--- src/rtl/kway_posting_list_intersect_defines.svh ---
// Assertion macros shared by the posting list intersection RTL.
// Depends on a clock named clk_i and an active-low reset named rst_ni in the including scope.
`ifndef KWAY_POSTING_LIST_INTERSECT_DEFINES_SVH
`define KWAY_POSTING_LIST_INTERSECT_DEFINES_SVH

// Same-cycle implication, disabled during reset.
`define KPLI_ASSERT_NOW(label, ante, cons, msg) \
  label: assert property (@(posedge clk_i) disable iff (!rst_ni) (ante) |-> (cons)) \
    else $error(msg);

// Next-cycle implication, disabled during reset.
`define KPLI_ASSERT_NEXT(label, ante, cons, msg) \
  label: assert property (@(posedge clk_i) disable iff (!rst_ni) (ante) |=> (cons)) \
    else $error(msg);

`endif

--- src/rtl/kpli_ram.sv ---
// Generic single-write, single-read RAM with a registered read port.
// No dependencies; holds the per-word key queues.
`default_nettype none

module kpli_ram #(
  parameter int Width = 32,
  parameter int Depth = 128
) (
  input  wire logic                     clk_i,
  input  wire logic                     we_i,
  input  wire logic [$clog2(Depth)-1:0] waddr_i,
  input  wire logic [Width-1:0]         wdata_i,
  input  wire logic                     re_i,
  input  wire logic [$clog2(Depth)-1:0] raddr_i,
  output logic      [Width-1:0]         rdata_o
);

  logic [Width-1:0] mem_q [Depth];

  // Write port.
  always_ff @(posedge clk_i) begin
    if (we_i) begin
      mem_q[waddr_i] <= wdata_i;
    end
  end

  // Registered read port.
  always_ff @(posedge clk_i) begin
    if (re_i) begin
      rdata_o <= mem_q[raddr_i];
    end
  end

endmodule

`default_nettype wire

--- config.mk ---
export PLATFORM = sky130hd
export DESIGN_NAME = kpli_ram
export DESIGN_NICKNAME = d
export VERILOG_FILES = /design/src/rtl/kway_posting_list_intersect_defines.svh /design/src/rtl/kpli_ram.sv
export SDC_FILE = /design/constraint.sdc
export NUM_CORES = 2
export LEC_CHECK = 0
export BUFFER_PORTS_ARGS = -buffer_cell sky130_fd_sc_hd__buf_4
export CORE_AREA = 2 2 629 631
export CTS_BUF_LIST = sky130_fd_sc_hd__clkbuf_16
export DETAILED_ROUTE_END_ITERATION = 8
export DIE_AREA = 0 0 631 633
export SLEW_MARGIN = 20
export SYNTH_ARGS = -nofsm -noshare
export SYNTH_HDL_FRONTEND = slang
export SYNTH_SLANG_ARGS = --single-unit
--- constraint.sdc ---
create_clock -name clk_i -period 11.2 [get_ports clk_i]
set_input_delay 1.12 -clock clk_i [delete_from_list [all_inputs] [get_ports clk_i]]
set_output_delay 1.12 -clock clk_i [all_outputs]
set_load 0.03 [all_outputs]
---- Word level (Yosys, flattened, before mapping) ----
Memories as Yosys holds them, arrays and structs flattened. A register that Yosys moved wholly into a read port is not among the register bits.
Cells that the tools add are included.
word-level totals
  register bits ........................... 0
  bits in latches ......................... 0
  bits in writable memories ............... 4096
  memory bits (read-only) ................. 0
  word-level logic and storage cells ...... 3
  memories kept ........................... 1
memory list
  name   depth  bits a word  rd ports  clocked after Yosys merged registers in  write ports  RTL line        text
  mem_q  128    32           1         1                                        1            kpli_ram.sv:18  logic [Width-1:0] mem_q [Depth];
operators by class
  $add $sub $neg .......................... 0
  multiply operators ...................... 0
  divide/modulo/power cells ............... 0
  order comparisons ....................... 0
  eq/ne operators ......................... 0
  shift-type cells ........................ 0
  multiplexer cells ....................... 2
  bitwise logic cells ..................... 0
  reduce and logical (&&, ||, !) cells .... 0
operators with widths
  operator          number
  1-bit 2-to-1 mux  2

---- Longest topological paths before layout ----
  depth after elaboration ................. 2
  gate-level depth with buffers ........... 8

---- Worst setup path before layout ----
Ideal clock, no wire load.
  kind .................................... in2reg
  from .................................... input we_i
  to ...................................... memory mem_q[98][0] (enable)
  library setup time ...................... 0.461 ns
  arrival ................................. 3.898 ns
  required time ........................... 10.739 ns
  path slack .............................. 6.841 ns
  cell stages on the path ................. 3
  cells stage by stage .................... clkbuf_1 nand4_1 nor3_1
between the ends
  cells in the longest elaborated chain, start to end .. 2
RTL lines
  element                                 RTL line        text
  from (decl)                             kpli_ram.sv:10  input wire logic we_i,
  1-bit 2-to-1 mux                        kpli_ram.sv:22  if (we_i) begin
  1-bit 2-to-1 mux (implied by the code)  kpli_ram.sv:23  mem_q[waddr_i] <= wdata_i;
  to (decl)                               kpli_ram.sv:18
No other way between the ends.

==> results.env <==
OUTCOME='finished, final reports clean'
POST_ROUTE_CELLS_DRIVE_ABOVE_1_SHARE=0.352
YS_SEQ_ELEMENTS=4128
VIA_COUNT=71800
SETUP.WORST_PATH.END_CLASS='flop'
DIE_H_UM=633
DIE-WIDTH_UM=631
FIN_CRIT_SH=0.427
HTREE_NUM_LEVELS=5
CP_SLOWEST_CELL='sky130_fd_sc_hd__mux4_2'
PLACE_INST=11200
MAXSLEWHEADROOM=0.207
YOSYS-TOP-CELLS-AREA='sky130_fd_sc_hd__edfxtp_1 79%, sky130_fd_sc_hd__mux4_2 19%, sky130_fd_sc_hd__clkbuf_1 0.44%, sky130_fd_sc_hd__nor2_1 0.29%, sky130_fd_sc_hd__buf_2 0.25%'
FLOORPLAN.INITIALDENSITY=0.400
WORSTSETUPPATHTYPE='primary input to flop'
GLOBAL_ROUTE.USAGE.TOTAL=0.215
TIMING.CRITICAL_PATH.BUF_INV=3
SYNTHDISTINCTLIBCELLS=16
SETUP_VIOLATIONS=0
CTS_BUFFER_DEPTH=4
WORSTPATHCELLLIST='buf_16, buf_12, buf_12, mux4_2, mux4_2, mux4_2, mux2_2'
N_FILL_CELL=31900
WORST-ENDPOINT-ARRIVAL_PS=5470
CRITICAL_PATH_REQUIRED_PS=11890
ROUTEDWLPERCELL_UM=36.2
CLKSLEWWORSTSETUPHOLDPATHS_PS=60
IO_BUFFER_COUNT=80
INITIALDRTVIOLATIONCOUNT=10800
CLOCK.FMAX_GHz=0.209
PLACE.GP.CONGESTION=0.809
DRT-PASS1-ITER-COUNT=5
MOST_COMMON_CELL_TYPE_ON_THE_CRITICAL_PATH='sky130_fd_sc_hd__mux4_2'
HOLD_SLACK_PS=511
WIRE_LENGTH_OF_THE_FIRST_GLOBAL_ROUTING_PASS_UM=593000
POWER.IR.VDD_WORST_mV=0.155
STARTPOINT_TYPE='primary input'
PERIOD_MINUS_SLACK_PS=4780
GR-TOTAL-OVERFLOW=0
INSTANCES_NO_FILL=12000
TIMING.CRITICAL_PATH.MAX_DELAY_FAMILY='multiplexers'
HOLD_PATH.CLASS='primary input to flop'
POST_SYNTH_INSTANCE_AREA_UM2=157000
MAXIMUM_NUMBER_OF_PINS_ON_ONE_NET_BEFORE_GLOBAL_ROUTE_REPAIR=134
FIN_SKEW_PS=63.7
DETAILEDPLACEMENTHPWL_UM=229000
WORSTMARGINPINSLEW_PS=1190
POST-ROUTE-DRC-COUNT=0
SETUP_TNS_PS=0
CTS_ROOT_BUFFER='sky130_fd_sc_hd__clkbuf_16'
SYNTHTOLAYOUTAREAGROWTH_PCT=14.0
FINALHOLDVIOLCOUNT=0
AVGSYNTHCELLAREA_UM2=26.1
YOSYSWARNINGS=0
WORSTSKEWPAIRLATENCY_PS=990
SYNTH-SEQ-AREA-SHARE=0.792
ANTENNA_LEFT=0
POST_SYN_NETS=6039
NETS=6425
SLEW_VIOL_FINAL=0
MAXCAPVIOLCOUNT=0
POWER.STATIC_LEAKAGE_uW=0.0543
VIASPERCELL=5.99
CRITICAL-PATH-MAX-STAGE-DELAY_PS=680
SYNTH_TOP_AREA_FRAC=0.792
GRT_ANTENNA_BEFORE_REPAIR=55
P_TOTAL_uW=32300
POST_CTS_RESIZE_COUNT=0
CLKSINKCOUNT=4128
STARTPOINT='raddr_i[0]'
POWER_DENSITY_nW_PER_UM2=181
POSTROUTEWIRELENGTH_UM=434000
GRT_SETUP_UNREPAIRED='no'
CTS_HOLD_BUF=0
CTS_TREE='done'
MULTI_INPUT_GATE_AREA_IN_THE_FINAL_LAYOUT_UM2=32300
R2R_START='mem_q[15][13]'
SYNTH.LARGEST_AREA_CELL='sky130_fd_sc_hd__edfxtp_1'
HOLD_PATH.STARTPOINT='wdata_i[16]'
FIRST_GLOBAL_VIAS=71600
FF_LATCH_AREA_UM2=124000
TIMING.CRITICAL_PATH.FANOUT_MAX=92
FLOORPLAN.IO_PINS=81
FP.DIEAREA_UM2=399000
PLACEMENTROWS=230
SYNTHCELLS=5990
CORE_BOX_AREA_UM2=392000
CTS_MADE_BUFFERS=414
POST-CTS-SETUP-BUFFER-COUNT=0
final cells by class:
type / instances / area share
Tap cell: 5220 / 0.0366
Timing Repair Buffer: 286 / 0.0136
Sequential cell: 4128 / 0.694
Clock inverter: 334 / 0.0151
Multi-Input combinational cell: 1546 / 0.181
Antenna cell: 42 / 0.000589
Clock buffer: 420 / 0.0589
layer usage:
layer / routed length (µm) / share of wire / global-route usage
met1: 167000 / 0.38 / 0.296
met2: 212000 / 0.49 / 0.349
met3: 39200 / 0.090 / 0.0364
met4: 16000 / 0.037 / 0.0769
met5: 115 / 0.00027 / 0
power by group:
group	switching, µW	total [µW]	internal [µW]
logic	1050	1660	614
clock network	5890	13500	7600
registers	59.7	17100	17100
state kept, by name (all words and copies together), names as in the netlist:
register,flops
mem_q,4096
rdata_o,32
cells by family (layout without fill, tap and decap cells):
family	after synthesis	after routing	synth area share
multiplexers	1376	1376	0.196
other	0	42	0
buffers and inverters	316	1040	0.00837
AND/OR/NAND/NOR	170	170	0.00445
flip-flops	4128	4128	0.792
layout by cell type (no fill, tap or decap), types with 34 or more instances in the layout:
| cell type | n |
|---|---|
| sky130_fd_sc_hd__nor2_4 | 119 |
| sky130_fd_sc_hd__clkbuf_16 | 420 |
| sky130_fd_sc_hd__inv_1 | 93 |
| sky130_fd_sc_hd__mux4_2 | 1344 |
| sky130_fd_sc_hd__clkinv_1 | 96 |
| sky130_fd_sc_hd__diode_2 | 42 |
| sky130_fd_sc_hd__edfxtp_1 | 4128 |
| sky130_fd_sc_hd__clkinv_2 | 68 |
| sky130_fd_sc_hd__bufinv_16 | 34 |
| sky130_fd_sc_hd__buf_4 | 259 |
stage by stage:
step	utilization	area (µm²)	setup slack (ps)
2_1_floorplan	-	157000	6840
3_3_place_gp	0.421	165000	5370
3_5_place_dp	0.421	165000	5400
4_1_cts	0.455	178000	6430
5_1_grt	0.455	178000	6210
6_report	0.455	179000	6420
Yosys cell counts:
| master | number |
|---|---|
| sky130_fd_sc_hd__buf_4 | 3 |
| sky130_fd_sc_hd__mux2_2 | 32 |
| sky130_fd_sc_hd__nor2b_1 | 7 |
| sky130_fd_sc_hd__buf_1 | 50 |
| sky130_fd_sc_hd__edfxtp_1 | 4128 |
| sky130_fd_sc_hd__nand4_1 | 3 |
| sky130_fd_sc_hd__mux4_2 | 1344 |
| sky130_fd_sc_hd__or3_1 | 1 |
| sky130_fd_sc_hd__nor2_1 | 122 |
| sky130_fd_sc_hd__nand3_1 | 12 |
| sky130_fd_sc_hd__nand2_1 | 14 |
| sky130_fd_sc_hd__buf_6 | 2 |
| sky130_fd_sc_hd__nand2b_1 | 2 |
| sky130_fd_sc_hd__clkbuf_1 | 182 |
| sky130_fd_sc_hd__nor3_1 | 9 |
| sky130_fd_sc_hd__buf_2 | 79 |
final timing paths:
path              cells past startpoint  slack [ps]            end
hold reg to reg                       4        1200    rdata_o[25]
setup reg to reg                      4        8370    rdata_o[13]
setup / recovery                      7        6420    rdata_o[23]
hold / removal                        1         510  mem_q[95][16]
No activity file was read; power rests on OpenSTA's default activity.
